--- src/rtl/core/trm_pkg.sv ---
// ----------------------------------------------------------------------------
// trm_pkg
// Shared widths, register indexes and the command/status bundles that join
// the resampler controller to its datapath.
// ----------------------------------------------------------------------------
package trm_pkg;

  localparam int SMP_W    = 32;   // sample / gain / result width
  localparam int CNT_W    = 17;   // point counts and indexes
  localparam int PROD_W   = 64;   // |gain| * |operand| magnitude
  localparam int SCALE_SH = 17;   // operand carries one extra bit, so Q16.16 -> 17
  localparam int MAX_OUT  = 64;   // most outputs one point may produce
  localparam int SPAN_W   = 6;    // interpolated points per point, up to MAX_OUT-1
  localparam int M_W      = 7;    // interpolation divisor, up to MAX_OUT
  localparam int CFG_IDX_W = 2;

  localparam logic [CFG_IDX_W-1:0] REG_IN_POINTS  = 2'd0;
  localparam logic [CFG_IDX_W-1:0] REG_OUT_POINTS = 2'd1;
  localparam logic [CFG_IDX_W-1:0] REG_WORD_STEP  = 2'd2;
  localparam logic [CFG_IDX_W-1:0] REG_GAIN       = 2'd3;

  localparam logic [CNT_W-1:0] PTS_MAX  = 17'd65536;
  localparam logic [SMP_W-1:0] GAIN_RST = 32'h0001_0000;
  localparam logic [SMP_W-1:0] SMP_MAX  = {1'b0, {(SMP_W-1){1'b1}}};
  localparam logic [SMP_W-1:0] SMP_MIN  = {1'b1, {(SMP_W-1){1'b0}}};

  typedef struct packed {
    logic cfg_wr;      // register write
    logic in_load;     // input word taken
    logic mul;         // register scaling product
    logic rnd;         // round and saturate
    logic plan;        // expansion: work out the output span
    logic div_start;   // start shared divider
    logic div_ratio;   // divider operands: out_points / in_points
    logic int_load;    // take interpolation step from divider
    logic int_step;    // advance interpolation accumulator
    logic emit_int;    // load output with an interpolated point
    logic emit_cur;    // load output with the scaled point
    logic emit_err;    // load output with a ratio error word
    logic ratio_load;  // take per-point index step from divider
    logic advance;     // close out the input point
  } trm_cmd_t;

  typedef struct packed {
    logic drop_word;   // imaginary half of a complex pair
    logic mode_eq;
    logic mode_dec;
    logic hit_dec;     // decimation reaches the next output index
    logic exp_none;    // expansion: no output for this point
    logic exp_err;     // expansion: span above MAX_OUT-1
    logic exp_single;  // expansion: only the point itself
    logic need_ratio;  // expansion: first point, index step still unknown
    logic div_done;
    logic out_free;
    logic int_done;
  } trm_stat_t;

endpackage

--- src/rtl/core/trace_resample_minmax_interp_top.sv ---
// ----------------------------------------------------------------------------
// trace_resample_minmax_interp_top
// Display resampler: min/max decimation or linear interpolation of a trace.
// ----------------------------------------------------------------------------
// One input word is processed at a time. A word that maps one-to-one or is
// decimated goes through accept, multiply, round, emit, finish and advance;
// a decimated word that adds no output skips the emit. The imaginary word of a
// complex pair is only accepted. When expanding, a word that yields n points
// (n >= 2) waits on the shared bit-serial divider for the interpolation step;
// the first word of an expanded trace of more than one input word then uses
// that divider again to get the per-word output index step. A result word
// waiting in the output register does not block the next input word until
// the block has its next result ready. Register writes are taken only
// between words and restart the trace.
module trace_resample_minmax_interp_top (
  input  logic                          clk,
  input  logic                          rst_n,
  input  logic                          in_valid,
  output logic                          in_ready,
  input  logic [trm_pkg::SMP_W-1:0]     in_sample,
  output logic                          out_valid,
  input  logic                          out_ready,
  output logic [trm_pkg::SMP_W-1:0]     out_value,
  output logic                          out_last,
  output logic                          out_ratio_error,
  input  logic                          cfg_valid,
  output logic                          cfg_ready,
  input  logic [trm_pkg::CFG_IDX_W-1:0] cfg_index,
  input  logic [trm_pkg::SMP_W-1:0]     cfg_data
);
  import trm_pkg::*;

  trm_cmd_t  cmd;
  trm_stat_t stat;

  trm_ctrl u_ctrl (
    .clk       (clk),
    .rst_n     (rst_n),
    .in_valid  (in_valid),
    .in_ready  (in_ready),
    .cfg_valid (cfg_valid),
    .cfg_ready (cfg_ready),
    .stat      (stat),
    .cmd       (cmd)
  );

  trm_datapath u_dp (
    .clk             (clk),
    .rst_n           (rst_n),
    .cmd             (cmd),
    .stat            (stat),
    .cfg_index       (cfg_index),
    .cfg_data        (cfg_data),
    .in_sample       (in_sample),
    .out_valid       (out_valid),
    .out_ready       (out_ready),
    .out_value       (out_value),
    .out_last        (out_last),
    .out_ratio_error (out_ratio_error)
  );

endmodule

--- src/rtl/core/trm_div.sv ---
// ----------------------------------------------------------------------------
// trm_div
// Restoring divider, one quotient bit per cycle, registered results.
// ----------------------------------------------------------------------------
module trm_div #(
  parameter int DVD_W = 32,
  parameter int DVS_W = 17
) (
  input  logic             clk,
  input  logic             rst_n,
  input  logic             start,
  input  logic [DVD_W-1:0] dividend,
  input  logic [DVS_W-1:0] divisor,
  output logic             done,
  output logic [DVD_W-1:0] quot,
  output logic [DVS_W-1:0] rem
);

  localparam int CW = $clog2(DVD_W + 1);

  logic             busy_r;
  logic             done_r;
  logic [CW-1:0]    cnt_r;
  logic [DVD_W-1:0] q_r;
  logic [DVS_W-1:0] r_r;
  logic [DVS_W-1:0] d_r;

  logic [DVS_W:0]   shift;
  logic [DVS_W:0]   sub;
  logic             ge;

  assign shift = {r_r, q_r[DVD_W-1]};
  assign sub   = shift - {1'b0, d_r};
  assign ge    = shift >= {1'b0, d_r};

  always_ff @(posedge clk) begin
    if (!rst_n) begin
      busy_r <= 1'b0;
      done_r <= 1'b0;
      cnt_r  <= '0;
    end else begin
      done_r <= 1'b0;
      if (start) begin
        busy_r <= 1'b1;
        cnt_r  <= CW'(DVD_W);
      end else if (busy_r) begin
        cnt_r <= cnt_r - 1'b1;
        if (cnt_r == CW'(1)) begin
          busy_r <= 1'b0;
          done_r <= 1'b1;
        end
      end
    end
  end

  always_ff @(posedge clk) begin
    if (start) begin
      q_r <= dividend;
      r_r <= '0;
      d_r <= divisor;
    end else if (busy_r) begin
      q_r <= {q_r[DVD_W-2:0], ge};
      r_r <= ge ? sub[DVS_W-1:0] : shift[DVS_W-1:0];
    end
  end

  assign done = done_r;
  assign quot = q_r;
  assign rem  = r_r;

endmodule

--- src/rtl/core/trm_datapath.sv ---
// ----------------------------------------------------------------------------
// trm_datapath
// Config registers, trace state, scaling multiplier, interpolation
// accumulator, shared divider and the output register.
// ----------------------------------------------------------------------------
module trm_datapath (
  input  logic                              clk,
  input  logic                              rst_n,
  input  trm_pkg::trm_cmd_t                 cmd,
  output trm_pkg::trm_stat_t                stat,
  input  logic [trm_pkg::CFG_IDX_W-1:0]     cfg_index,
  input  logic [trm_pkg::SMP_W-1:0]         cfg_data,
  input  logic [trm_pkg::SMP_W-1:0]         in_sample,
  output logic                              out_valid,
  input  logic                              out_ready,
  output logic [trm_pkg::SMP_W-1:0]         out_value,
  output logic                              out_last,
  output logic                              out_ratio_error
);
  import trm_pkg::*;

  function automatic logic [CNT_W-1:0] clamp_pts(input logic [CNT_W-1:0] v);
    logic [CNT_W-1:0] r;
    r = v;
    if (v == '0) r = CNT_W'(1);
    else if (v > PTS_MAX) r = PTS_MAX;
    return r;
  endfunction

  // config
  logic [CNT_W-1:0] in_pts_r, out_pts_r;
  logic             cplx_r;
  logic [SMP_W-1:0] gain_r;

  // trace state
  logic             phase_r;
  logic [SMP_W-1:0] min_r, max_r, prev_r;
  logic [CNT_W-1:0] in_cnt_r, out_cnt_r, t_r, trem_r;
  logic [CNT_W-1:0] q0_r, r0_r;
  logic             first_r, final_r;

  // per-point working registers
  logic [SMP_W-1:0]  x_r, cur_r, base_r;
  logic [PROD_W-1:0] prod_r;
  logic              neg_r, last_r, dneg_r;
  logic [M_W-1:0]    m_r, rd_r, irem_r;
  logic [SPAN_W-1:0] nd_r, k_r;
  logic [SMP_W-1:0]  qd_r, iq_r;

  logic             out_valid_r, out_last_r, out_err_r;
  logic [SMP_W-1:0] out_value_r;

  logic mode_eq, mode_dec, mode_exp, drop_word, hit_dec;
  logic [CNT_W-1:0] n_out_m1, t_sel, span;
  logic exp_none, exp_err;
  logic [SMP_W-1:0] prev_sel;
  logic [SMP_W:0]   diff, dmag;
  logic [M_W-1:0]   m_plan;

  logic [SMP_W:0]    op, op_mag;
  logic [SMP_W-1:0]  gain_mag;
  logic [PROD_W-1:0] prod_full, rsum;
  logic              rhi;
  logic [SMP_W-1:0]  rlo, scaled;

  logic [M_W:0]     isum;
  logic             icarry;
  logic [M_W-1:0]   irem_nxt;
  logic [SMP_W-1:0] iq_nxt, interp_val;

  logic [CNT_W-1:0] step_q, step_r;
  logic [CNT_W:0]   tr_sum;
  logic             tr_wrap;
  logic [CNT_W-1:0] trem_nxt, t_nxt;

  logic             div_done;
  logic [SMP_W-1:0] div_dvd, div_quot;
  logic [CNT_W-1:0] div_dvs, div_rem;

  assign mode_eq   = in_pts_r == out_pts_r;
  assign mode_dec  = in_pts_r > out_pts_r;
  assign mode_exp  = in_pts_r < out_pts_r;
  assign drop_word = cplx_r & phase_r;
  assign n_out_m1  = out_pts_r - CNT_W'(1);
  assign hit_dec   = (out_cnt_r < out_pts_r) && (out_cnt_r == t_r);

  // expansion span: the final point always lands on the last output index
  assign t_sel    = final_r ? n_out_m1 : t_r;
  assign exp_none = t_sel < out_cnt_r;
  assign span     = t_sel - out_cnt_r;
  assign exp_err  = span > CNT_W'(MAX_OUT - 1);
  assign m_plan   = M_W'(span[SPAN_W-1:0]) + M_W'(1);
  assign prev_sel = first_r ? cur_r : prev_r;
  assign diff     = {cur_r[SMP_W-1], cur_r} - {prev_sel[SMP_W-1], prev_sel};
  assign dmag     = diff[SMP_W] ? (~diff + 1'b1) : diff;

  // scaling: sample goes in doubled so both paths round at bit 17
  assign op       = mode_dec ? ({min_r[SMP_W-1], min_r} + {max_r[SMP_W-1], max_r})
                             : {x_r, 1'b0};
  assign op_mag   = op[SMP_W] ? (~op + 1'b1) : op;
  assign gain_mag = gain_r[SMP_W-1] ? (~gain_r + 1'b1) : gain_r;
  assign prod_full = gain_mag * op_mag;

  assign rsum = prod_r + (PROD_W'(1) << (SCALE_SH - 1));
  assign rlo  = rsum[SCALE_SH +: SMP_W];
  assign rhi  = |rsum[PROD_W-1:SCALE_SH+SMP_W-1];
  always_comb begin
    if (neg_r) scaled = rhi ? SMP_MIN : (~rlo + 1'b1);
    else       scaled = rhi ? SMP_MAX : rlo;
  end

  // interpolation: q_k = (k*D + m/2) / m kept as running quotient/remainder
  assign isum       = {1'b0, irem_r} + {1'b0, rd_r};
  assign icarry     = isum >= {1'b0, m_r};
  assign irem_nxt   = icarry ? M_W'(isum - {1'b0, m_r}) : isum[M_W-1:0];
  assign iq_nxt     = iq_r + qd_r + SMP_W'(icarry);
  assign interp_val = dneg_r ? (base_r - iq_r) : (base_r + iq_r);

  // output index tracking: t = in_count*out_points/in_points
  assign step_q   = mode_dec ? '0 : q0_r;
  assign step_r   = mode_dec ? out_pts_r : r0_r;
  assign tr_sum   = {1'b0, trem_r} + {1'b0, step_r};
  assign tr_wrap  = tr_sum >= {1'b0, in_pts_r};
  assign trem_nxt = tr_wrap ? CNT_W'(tr_sum - {1'b0, in_pts_r}) : tr_sum[CNT_W-1:0];
  assign t_nxt    = t_r + step_q + CNT_W'(tr_wrap);

  assign div_dvd = cmd.div_ratio ? SMP_W'(out_pts_r) : dmag[SMP_W-1:0];
  assign div_dvs = cmd.div_ratio ? in_pts_r : CNT_W'(m_plan);

  trm_div #(
    .DVD_W (SMP_W),
    .DVS_W (CNT_W)
  ) u_div (
    .clk      (clk),
    .rst_n    (rst_n),
    .start    (cmd.div_start),
    .dividend (div_dvd),
    .divisor  (div_dvs),
    .done     (div_done),
    .quot     (div_quot),
    .rem      (div_rem)
  );

  always_ff @(posedge clk) begin
    if (!rst_n) begin
      in_pts_r  <= CNT_W'(1);
      out_pts_r <= CNT_W'(1);
      cplx_r    <= 1'b0;
      gain_r    <= GAIN_RST;
      phase_r   <= 1'b0;
      min_r     <= SMP_MAX;
      max_r     <= SMP_MIN;
      prev_r    <= '0;
      in_cnt_r  <= '0;
      out_cnt_r <= '0;
      t_r       <= '0;
      trem_r    <= '0;
    end else begin
      if (cmd.cfg_wr) begin
        case (cfg_index)
          REG_IN_POINTS:  in_pts_r  <= clamp_pts(cfg_data[CNT_W-1:0]);
          REG_OUT_POINTS: out_pts_r <= clamp_pts(cfg_data[CNT_W-1:0]);
          REG_WORD_STEP:  cplx_r    <= cfg_data[1];
          REG_GAIN:       gain_r    <= cfg_data;
          default: ;
        endcase
        min_r     <= SMP_MAX;
        max_r     <= SMP_MIN;
        prev_r    <= '0;
        in_cnt_r  <= '0;
        out_cnt_r <= '0;
        t_r       <= '0;
        trem_r    <= '0;
      end
      if (cmd.in_load) begin
        phase_r <= cplx_r & ~phase_r;
        if (!drop_word && mode_dec) begin
          if ($signed(in_sample) > $signed(max_r)) max_r <= in_sample;
          if ($signed(in_sample) < $signed(min_r)) min_r <= in_sample;
        end
      end
      if (cmd.rnd && mode_dec && hit_dec) begin
        out_cnt_r <= out_cnt_r + CNT_W'(1);
        min_r     <= SMP_MAX;
        max_r     <= SMP_MIN;
      end
      if (cmd.plan && !exp_none) out_cnt_r <= t_sel + CNT_W'(1);
      if (cmd.advance) begin
        if (final_r) begin
          min_r     <= SMP_MAX;
          max_r     <= SMP_MIN;
          prev_r    <= '0;
          in_cnt_r  <= '0;
          out_cnt_r <= '0;
          t_r       <= '0;
          trem_r    <= '0;
        end else begin
          prev_r   <= cur_r;
          in_cnt_r <= in_cnt_r + CNT_W'(1);
          t_r      <= t_nxt;
          trem_r   <= trem_nxt;
        end
      end
    end
  end

  always_ff @(posedge clk) begin
    if (cmd.in_load) begin
      x_r     <= in_sample;
      first_r <= in_cnt_r == '0;
      final_r <= in_cnt_r == in_pts_r - CNT_W'(1);
    end
    if (cmd.mul) begin
      prod_r <= prod_full;
      neg_r  <= gain_r[SMP_W-1] ^ op[SMP_W];
    end
    if (cmd.rnd) begin
      cur_r  <= scaled;
      last_r <= mode_eq ? final_r : (out_cnt_r == n_out_m1);
    end
    if (cmd.plan) begin
      last_r <= t_sel == n_out_m1;
      base_r <= prev_sel;
      dneg_r <= diff[SMP_W];
      m_r    <= m_plan;
      nd_r   <= span[SPAN_W-1:0];
    end
    if (cmd.int_load) begin
      qd_r   <= div_quot;
      rd_r   <= div_rem[M_W-1:0];
      iq_r   <= '0;
      irem_r <= m_r >> 1;
      k_r    <= '0;
    end
    if (cmd.int_step) begin
      iq_r   <= iq_nxt;
      irem_r <= irem_nxt;
      k_r    <= k_r + SPAN_W'(1);
    end
    if (cmd.ratio_load) begin
      q0_r <= div_quot[CNT_W-1:0];
      r0_r <= div_rem;
    end
  end

  // output word register
  always_ff @(posedge clk) begin
    if (!rst_n) begin
      out_valid_r <= 1'b0;
    end else if (cmd.emit_int || cmd.emit_cur || cmd.emit_err) begin
      out_valid_r <= 1'b1;
    end else if (out_ready) begin
      out_valid_r <= 1'b0;
    end
  end

  always_ff @(posedge clk) begin
    if (cmd.emit_int) begin
      out_value_r <= interp_val;
      out_last_r  <= 1'b0;
      out_err_r   <= 1'b0;
    end else if (cmd.emit_cur) begin
      out_value_r <= cur_r;
      out_last_r  <= last_r;
      out_err_r   <= 1'b0;
    end else if (cmd.emit_err) begin
      out_value_r <= '0;
      out_last_r  <= last_r;
      out_err_r   <= 1'b1;
    end
  end

  assign out_valid       = out_valid_r;
  assign out_value       = out_value_r;
  assign out_last        = out_last_r;
  assign out_ratio_error = out_err_r;

  always_comb begin
    stat            = '0;
    stat.drop_word  = drop_word;
    stat.mode_eq    = mode_eq;
    stat.mode_dec   = mode_dec;
    stat.hit_dec    = hit_dec;
    stat.exp_none   = exp_none;
    stat.exp_err    = exp_err;
    stat.exp_single = span == '0;
    stat.need_ratio = mode_exp & first_r & ~final_r;
    stat.div_done   = div_done;
    stat.out_free   = ~out_valid_r | out_ready;
    stat.int_done   = k_r == nd_r;
  end

endmodule

--- src/rtl/core/trm_ctrl.sv ---
// ----------------------------------------------------------------------------
// trm_ctrl
// Sequencer: walks one input word through scale, plan and interpolate (when
// expanding), emit and advance, one word at a time.
// ----------------------------------------------------------------------------
module trm_ctrl (
  input  logic               clk,
  input  logic               rst_n,
  input  logic               in_valid,
  output logic               in_ready,
  input  logic               cfg_valid,
  output logic               cfg_ready,
  input  trm_pkg::trm_stat_t stat,
  output trm_pkg::trm_cmd_t  cmd
);
  import trm_pkg::*;

  localparam logic [3:0] ST_IDLE = 4'd0;
  localparam logic [3:0] ST_MUL  = 4'd1;
  localparam logic [3:0] ST_RND  = 4'd2;
  localparam logic [3:0] ST_PLAN = 4'd3;
  localparam logic [3:0] ST_IDIV = 4'd4;
  localparam logic [3:0] ST_STEP = 4'd5;
  localparam logic [3:0] ST_EINT = 4'd6;
  localparam logic [3:0] ST_ECUR = 4'd7;
  localparam logic [3:0] ST_EERR = 4'd8;
  localparam logic [3:0] ST_FIN  = 4'd9;
  localparam logic [3:0] ST_QDIV = 4'd10;
  localparam logic [3:0] ST_ADV  = 4'd11;

  logic [3:0] state_r, state_nxt;

  assign cfg_ready = state_r == ST_IDLE;
  assign in_ready  = (state_r == ST_IDLE) & ~cfg_valid;

  always_comb begin
    cmd       = '0;
    state_nxt = state_r;
    case (state_r)
      ST_IDLE: begin
        cmd.cfg_wr = cfg_valid;
        if (in_valid && !cfg_valid) begin
          cmd.in_load = 1'b1;
          if (!stat.drop_word) state_nxt = ST_MUL;
        end
      end
      ST_MUL: begin
        cmd.mul   = 1'b1;
        state_nxt = ST_RND;
      end
      ST_RND: begin
        cmd.rnd = 1'b1;
        if (stat.mode_eq) state_nxt = ST_ECUR;
        else if (stat.mode_dec) state_nxt = stat.hit_dec ? ST_ECUR : ST_FIN;
        else state_nxt = ST_PLAN;
      end
      ST_PLAN: begin
        cmd.plan = 1'b1;
        if (stat.exp_none) state_nxt = ST_FIN;
        else if (stat.exp_err) state_nxt = ST_EERR;
        else if (stat.exp_single) state_nxt = ST_ECUR;
        else begin
          cmd.div_start = 1'b1;
          state_nxt     = ST_IDIV;
        end
      end
      ST_IDIV: begin
        if (stat.div_done) begin
          cmd.int_load = 1'b1;
          state_nxt    = ST_STEP;
        end
      end
      ST_STEP: begin
        cmd.int_step = 1'b1;
        state_nxt    = ST_EINT;
      end
      ST_EINT: begin
        if (stat.out_free) begin
          cmd.emit_int = 1'b1;
          state_nxt    = stat.int_done ? ST_ECUR : ST_STEP;
        end
      end
      ST_ECUR: begin
        if (stat.out_free) begin
          cmd.emit_cur = 1'b1;
          state_nxt    = ST_FIN;
        end
      end
      ST_EERR: begin
        if (stat.out_free) begin
          cmd.emit_err = 1'b1;
          state_nxt    = ST_FIN;
        end
      end
      ST_FIN: begin
        if (stat.need_ratio) begin
          cmd.div_start = 1'b1;
          cmd.div_ratio = 1'b1;
          state_nxt     = ST_QDIV;
        end else begin
          state_nxt = ST_ADV;
        end
      end
      ST_QDIV: begin
        cmd.div_ratio = 1'b1;
        if (stat.div_done) begin
          cmd.ratio_load = 1'b1;
          state_nxt      = ST_ADV;
        end
      end
      ST_ADV: begin
        cmd.advance = 1'b1;
        state_nxt   = ST_IDLE;
      end
      default: state_nxt = ST_IDLE;
    endcase
  end

  always_ff @(posedge clk) begin
    if (!rst_n) state_r <= ST_IDLE;
    else        state_r <= state_nxt;
  end

endmodule

--- config.mk ---
export PLATFORM = sky130hd
export DESIGN_NAME = trace_resample_minmax_interp_top
export DESIGN_NICKNAME = d
export VERILOG_FILES = /design/src/rtl/core/trm_pkg.sv /design/src/rtl/core/trace_resample_minmax_interp_top.sv /design/src/rtl/core/trm_div.sv /design/src/rtl/core/trm_datapath.sv /design/src/rtl/core/trm_ctrl.sv
export SDC_FILE = /design/constraint.sdc
export NUM_CORES = 2
export LEC_CHECK = 0
export ABC_AREA = 1
export ABC_CLOCK_PERIOD_IN_PS = 16600
export BUFFER_PORTS_ARGS = -buffer_cell sky130_fd_sc_hd__buf_4
export CAP_MARGIN = 20
export CORE_ASPECT_RATIO = 1.75
export CORE_UTILIZATION = 28
export CTS_CLUSTER_DIAMETER = 80
export CTS_CLUSTER_SIZE = 30
export DETAILED_ROUTE_END_ITERATION = 7
export GPL_ROUTABILITY_DRIVEN = 0
export SYNTH_ARGS = -nofsm -noshare
export SYNTH_HDL_FRONTEND = slang
export SYNTH_SLANG_ARGS = --single-unit
--- constraint.sdc ---
create_clock -name clk -period 16.6 [get_ports clk]
set_input_delay 3.32 -clock clk [delete_from_list [all_inputs] [get_ports clk]]
set_output_delay 3.32 -clock clk [all_outputs]
set_load 0.01 [all_outputs]
[Word-level counts from Yosys, hierarchy flattened]
Cells that the tools add are included.
W data, S select, Z words.
Operators by class
  add/sub/neg operators: 27
  multipliers: 1
  order comparisons: 11
  equal/unequal tests: 27
  mux-type cells: 107
  bitwise gates (word level): 17
  reductions and logical operators: 33
Operators by type and width (count)
  $mux W32: 32
  $mux W17: 19
  $add A32 B1 Y32 const B: 3
  $not A32 Y32: 3
  $eq A17 B17 Y1: 5
  $mux W33: 2
  $add A32 B32 Y32: 2
  $add A64 B17 Y64 const B: 1
  $mul A32 B33 Y64: 1
  $add A17 B1 Y17 const B: 3
  $logic_not A17 Y1: 3
  $lt A17 B17 Y1: 3
  $sub A17 B17 Y17: 3
  $mux W4: 11
  $pmux W4 S10: 1
  $ge A18 B17 Y1: 2
  $sub A17 B1 Y17 const B: 2
  $add A32 B32 Y33: 1
  $add A33 B1 Y33 const B: 1
  $not A33 Y33: 1
  $sub A32 B32 Y33: 1
  $add A32 B1 Y32: 1
  $gt A32 B32 Y1: 1
  $lt A32 B32 Y1: 1
  44 further kinds: 120
Storage, ports and cells
  flip-flop bits (word level): 641
  bits of input ports: 71
  output and inout port bits: 37
  logic and storage cells: 266

[Logic depth before layout (Yosys ltp)]
  depth in word-level cells: 11
  mapped depth: 59
  mapped depth without buffers: 56

[Hierarchy]
A second synthesis with hierarchy kept.
Unflattened totals
  cells, all modules: 10466
  area total of the unflattened synthesis: 79839.1 um^2
By module, submodules not included
  trm_datapath: instances 1, cells each 9805, area an instance 75093.3 um^2
  trm_div: instances 1, cells each 548, area an instance 4206.5 um^2
  trm_ctrl: instances 1, cells each 113, area an instance 539.3 um^2

[Worst setup path before layout]
Ideal clock, no wire load.
  kind: reg2reg
  start point: reg u_dp.out_pts_r[12]
  end point: reg u_dp.prod_r[51], data pin
  data arrival time: 9446 ps
  data required time: 16348 ps
  slack: 6901 ps
  stages on the path, launching flop included: 51
  buffers on the path: 5
  clock period less this slack: 9699 ps
  cells stage by stage: dfxtp_1 clkbuf_1 inv_1 ha_1 a21oi_1 o21ai_0 a21oi_1 nand2_2 nand2_4 inv_4 clkbuf_8 nand2_1 clkbuf_1 ha_1 nand3_2 nor3_4 nand3_1 nand2_1 (+15 left out) inv_1 fa_1 inv_1 fa_1 inv_1 ha_1 a21oi_1 o21a_1 o21ai_0 a211o_1 inv_1 nor2_1 a2111oi_0 nand2_1 nand2_1 nand2_1 nand2_1 nand2_1
Between the ends
  word-level cells in the longest chain between the ends: 6
RTL lines
  from (decl): line trm_datapath.sv:31  | logic [CNT_W-1:0] in_pts_r, out_pts_r;
  from (signal assigned): line trm_datapath.sv:162  | REG_OUT_POINTS: out_pts_r <= clamp_pts(cfg_data[CNT_W-1:0]);
  $gt A17 B17 Y1 *: line trm_datapath.sv:81  | assign mode_dec = in_pts_r > out_pts_r;
  $mux W33 *: line trm_datapath.sv:98  | assign op = mode_dec ? ({min_r[SMP_W-1], min_r} + {max_r[SMP_W-1], max_r})
  $not A33 Y33: line trm_datapath.sv:100  | assign op_mag = op[SMP_W] ? (~op + 1'b1) : op;
  $add A33 B1 Y33: line trm_datapath.sv:100
  $mux W33 *: line trm_datapath.sv:100
  $mul A32 B33 Y64 *: line trm_datapath.sv:102  | assign prod_full = gain_mag * op_mag;
  named net u_dp.prod_full[51]: line trm_datapath.sv:62  | logic [PROD_W-1:0] prod_full, rsum;
  to (signal assigned): line trm_datapath.sv:214  | prod_r <= prod_full;
  to (decl): line trm_datapath.sv:44  | logic [PROD_W-1:0] prod_r;
The timed path passes the listed nets; every way through them passes the cells marked *.
A chain may end at the register's enable or synchronous reset.

[Worst setup path after layout]
  start point: reg u_dp.out_pts_r[11]
  end point: reg u_dp.prod_r[59], data pin
Same word-level chain as after synthesis.

==> reports/metrics.csv <==
metric,value,unit
outcome,"complete, no violations",
Final Setup Violations,0,
"setup slack, reg-to-reg",4010,ps
CORE AREA,282000,µm²
synthesis-to-finish area growth,8.51,%
accumulated negative setup slack,0,ps
transition at the pin with the smallest max-transition slack,1230,ps
# H-tree levels,2,
Hold EP,u_dp.prev_r[9]$_SDFFE_PN0P_,
gr usage total,21.1,%
CP Data Required Time,17040,ps
clock tree from TritonCTS,yes,
width of the die,405,µm
worst hold path stage count,2,
die height,707,µm
most frequent cells in the layout,"1,875 x sky130_fd_sc_hd__nand2_1, 1,836 x sky130_fd_sc_hd__inv_1, 1,249 x sky130_fd_sc_hd__nor2_1",
total clock sinks,625,
RSZ-0062 raised after global routing,false,
I/O Pins,108,
Post-synth EDFFs,361,
clk slew on worst S/H paths,120,ps
area enclosed by the die boundary,286000,µm²
instance area after placement,84600,µm²
Port-buffer cells,107,
final critical delay including setup and external delays,12590,ps
clock latency at the later pin of the worst-skew pair,690,ps
initial drt markers,4992,
starting utilization of the core area,28.2,%
total via count in the routed design,71044,
post-synthesis net count,11913,
Synth warnings,0,
setup repair bufs after CTS,0,
layout filler cell count,30522,
GRT overflow,0,
Slowest Stage Delay on Critical Path,790,ps
final hold violations,0,
# rows,258,
sequential-to-total area share from yosys stat,20.3,%
Worst slew margin,18.1,%
root buffer cell,sky130_fd_sc_hd__clkbuf_16,
Worst EP arrival,13030,ps
fraction of registers with async set/reset,0,%
reported max-cap violation count,0,
kind of start point of the critical path,flip-flop,
"most common cell after layout, fill and taps aside",sky130_fd_sc_hd__nand2_1,
global-route wire length before repair,449000,µm
dpl hpwl,243000,µm
post-layout net count,11854,
critical-path maximum fanout,69,
type of destination of the critical path,flip-flop,
cells after synthesis,10314,
cts-stage hold buffer count,0,
cell area after synthesis,79400,µm²
via count of the first global-routing pass,73193,
critical path class,reg -> reg,
Syn Area/Cell,7.70,µm²
detailed-route DRC error count,0,
logic depth of the worst register-to-register path,46,
TritonCTS Buffers,37,
ratio of routed vias to standard cells,5.05,
origin of the critical flop-to-flop path,u_dp.out_pts_r[11]$_SDFFE_PN0P_,
maximum buffer depth of the clock tree,3,
fraction of the cycle the final worst path needs,75.8,%
final routed wirelength across all metal layers,306000,µm
Unique masters post-synth,74,
number of antenna violations at the first check in global routing,5,
number of gates resized after cts,0,
timing-limited maximum frequency,79.5,MHz
most repeated library cell on the critical path,sky130_fd_sc_hd__nand2_1,
total of flip-flops plus latches after synthesis,625,
average wire per cell in the routed design,21.7,µm
Hold Crit Class,reg -> reg,
Worst Skew,39.8,ps
min-delay src,u_dp.prev_r[9]$_SDFFE_PN0P_,
fin. max-slew vios,0,
"antenna viol nets, final",0,
first drt pass iteration count,7,
"final std cell area, no fill",86200,µm²
maximum number of pins on one net before global-route repair,70,
main flop type after synthesis,sky130_fd_sc_hd__edfxtp_1,
library cell contributing the largest single delay on the critical path,sky130_fd_sc_hd__nand2_2,
share of final-layout standard cells stronger than drive strength 1,4.83,%
worst flop-to-flop path endpoint,u_dp.prod_r[59]$_DFFE_PN_,
==> synthesized netlist by cell type, types with 10 or more instances <==
| library cell | number | area, µm² |
|---|---|---|
| sky130_fd_sc_hd__nor3_1 | 121 | 606 |
| sky130_fd_sc_hd__dfxtp_1 | 264 | 5290 |
| sky130_fd_sc_hd__o22ai_1 | 25 | 156 |
| sky130_fd_sc_hd__nor2_2 | 31 | 194 |
| sky130_fd_sc_hd__or2_2 | 27 | 169 |
| sky130_fd_sc_hd__nor4_1 | 49 | 307 |
| sky130_fd_sc_hd__inv_1 | 1838 | 6900 |
| sky130_fd_sc_hd__o21bai_1 | 33 | 248 |
| sky130_fd_sc_hd__a21boi_0 | 17 | 128 |
| sky130_fd_sc_hd__ha_1 | 591 | 7390 |
| sky130_fd_sc_hd__nor2_1 | 1261 | 4730 |
| sky130_fd_sc_hd__o21ai_0 | 607 | 3040 |
| sky130_fd_sc_hd__o2111ai_1 | 13 | 114 |
| sky130_fd_sc_hd__inv_2 | 17 | 63.8 |
| sky130_fd_sc_hd__a21o_1 | 21 | 158 |
| sky130_fd_sc_hd__fa_1 | 937 | 18800 |
| sky130_fd_sc_hd__xor2_1 | 279 | 2440 |
| sky130_fd_sc_hd__o21a_1 | 32 | 240 |
| sky130_fd_sc_hd__nand3b_1 | 16 | 120 |
| sky130_fd_sc_hd__nand2_2 | 27 | 169 |
| sky130_fd_sc_hd__buf_2 | 82 | 410 |
| sky130_fd_sc_hd__a21oi_1 | 687 | 3440 |
| sky130_fd_sc_hd__clkbuf_1 | 225 | 845 |
| sky130_fd_sc_hd__edfxtp_1 | 361 | 10800 |
| sky130_fd_sc_hd__nand3_1 | 410 | 2050 |
| sky130_fd_sc_hd__xnor2_1 | 99 | 867 |
| sky130_fd_sc_hd__a31oi_1 | 20 | 125 |
| sky130_fd_sc_hd__a221oi_1 | 10 | 87.6 |
| sky130_fd_sc_hd__clkinv_1 | 23 | 86.3 |
| sky130_fd_sc_hd__a211oi_1 | 21 | 158 |
| sky130_fd_sc_hd__nor2_4 | 10 | 113 |
| sky130_fd_sc_hd__o211ai_1 | 18 | 135 |
| sky130_fd_sc_hd__nand2_1 | 1875 | 7040 |
| sky130_fd_sc_hd__o21ai_1 | 24 | 120 |
| sky130_fd_sc_hd__nand4_1 | 113 | 707 |
==> through the flow <==
stage / utilization [%] / setup WS [ps] / instances / hold WS (ps)
4_1_cts: 30.5 / 4310 / 14050 / 464
5_1_grt: 30.6 / 3380 / 14056 / 474
6_report: 30.6 / 4010 / 14059 / 462
2_1_floorplan: - / 6900 / 10314 / 427
3_3_place_gp: 30.0 / 4420 / 13981 / 436
3_5_place_dp: 30.0 / 4380 / 13982 / 436
==> sequential cells by signal, summed over array words and instances, names as in the netlist, 32 cells and up <==
| name | cells |
|---|---|
| u_dp.iq_r | 32 |
| u_dp.x_r | 32 |
| u_dp.gain_r | 32 |
| u_dp.u_div.quot | 32 |
| u_dp.base_r | 32 |
| u_dp.out_value | 32 |
| u_dp.max_r | 32 |
| u_dp.min_r | 32 |
| u_dp.cur_r | 32 |
| u_dp.qd_r | 32 |
| u_dp.prod_r | 48 |
| u_dp.prev_r | 32 |
==> how the worst max path moves through the flow <==
stage,startpoint,end,cells after the start
5_1_grt,u_dp.out_pts_r[14]$_SDFFE_PN0P_,u_dp.prod_r[59]$_DFFE_PN_,46
6_report,u_dp.out_pts_r[11]$_SDFFE_PN0P_,u_dp.prod_r[59]$_DFFE_PN_,46
3_5_place_dp,u_dp.out_pts_r[10]$_SDFFE_PN0P_,u_dp.prod_r[59]$_DFFE_PN_,45
2_1_floorplan,u_dp.out_pts_r[12]$_SDFFE_PN0P_,u_dp.prod_r[51]$_DFFE_PN_,50
3_3_place_gp,u_dp.out_pts_r[12]$_SDFFE_PN0P_,u_dp.prod_r[59]$_DFFE_PN_,45
4_1_cts,u_dp.out_pts_r[11]$_SDFFE_PN0P_,u_dp.prod_r[59]$_DFFE_PN_,46
==> kinds of logic after synthesis <==
logic type      share of synthesized area [%]
fa+ha+maj                                32.9
buf+inv                                  10.8
xor+xnor                                 4.21
flops                                    20.3
compound gates                           10.7
simple gates                             21.0
==> layout make-up <==
class,count,area [µm²],share of cell area (%)
Inverter,1881,7070,8.20
Tap cell,3770,4720,5.47
Clock inverter,24,483,0.560
Antenna cell,5,12.5,0.0145
Multi-Input combinational cell,7471,54900,63.7
Timing Repair Buffer,239,1850,2.15
Clock buffer,44,995,1.15
Sequential cell,625,16100,18.7
==> layer usage <==
metal | track usage [%] | part of all wire [%]
met5 | 0.153 | 0.0043
met4 | 19.2 | 11
met3 | 3.44 | 6.2
met2 | 38.5 | 51
met1 | 20.1 | 32
==> critical path, delay by kind of cell (launching register included) <==
kind,cells,cell delay (ps)
flip-flops,1,450
AND/OR/NAND/NOR,22,4310
AO/OA/AOI/OAI,4,1090
buffers and inverters,10,1520
adder cells (fa/ha/maj),10,4900
Power is not shown: default switching activity piles up to over one toggle a cycle in this logic, so the estimate is an artifact.
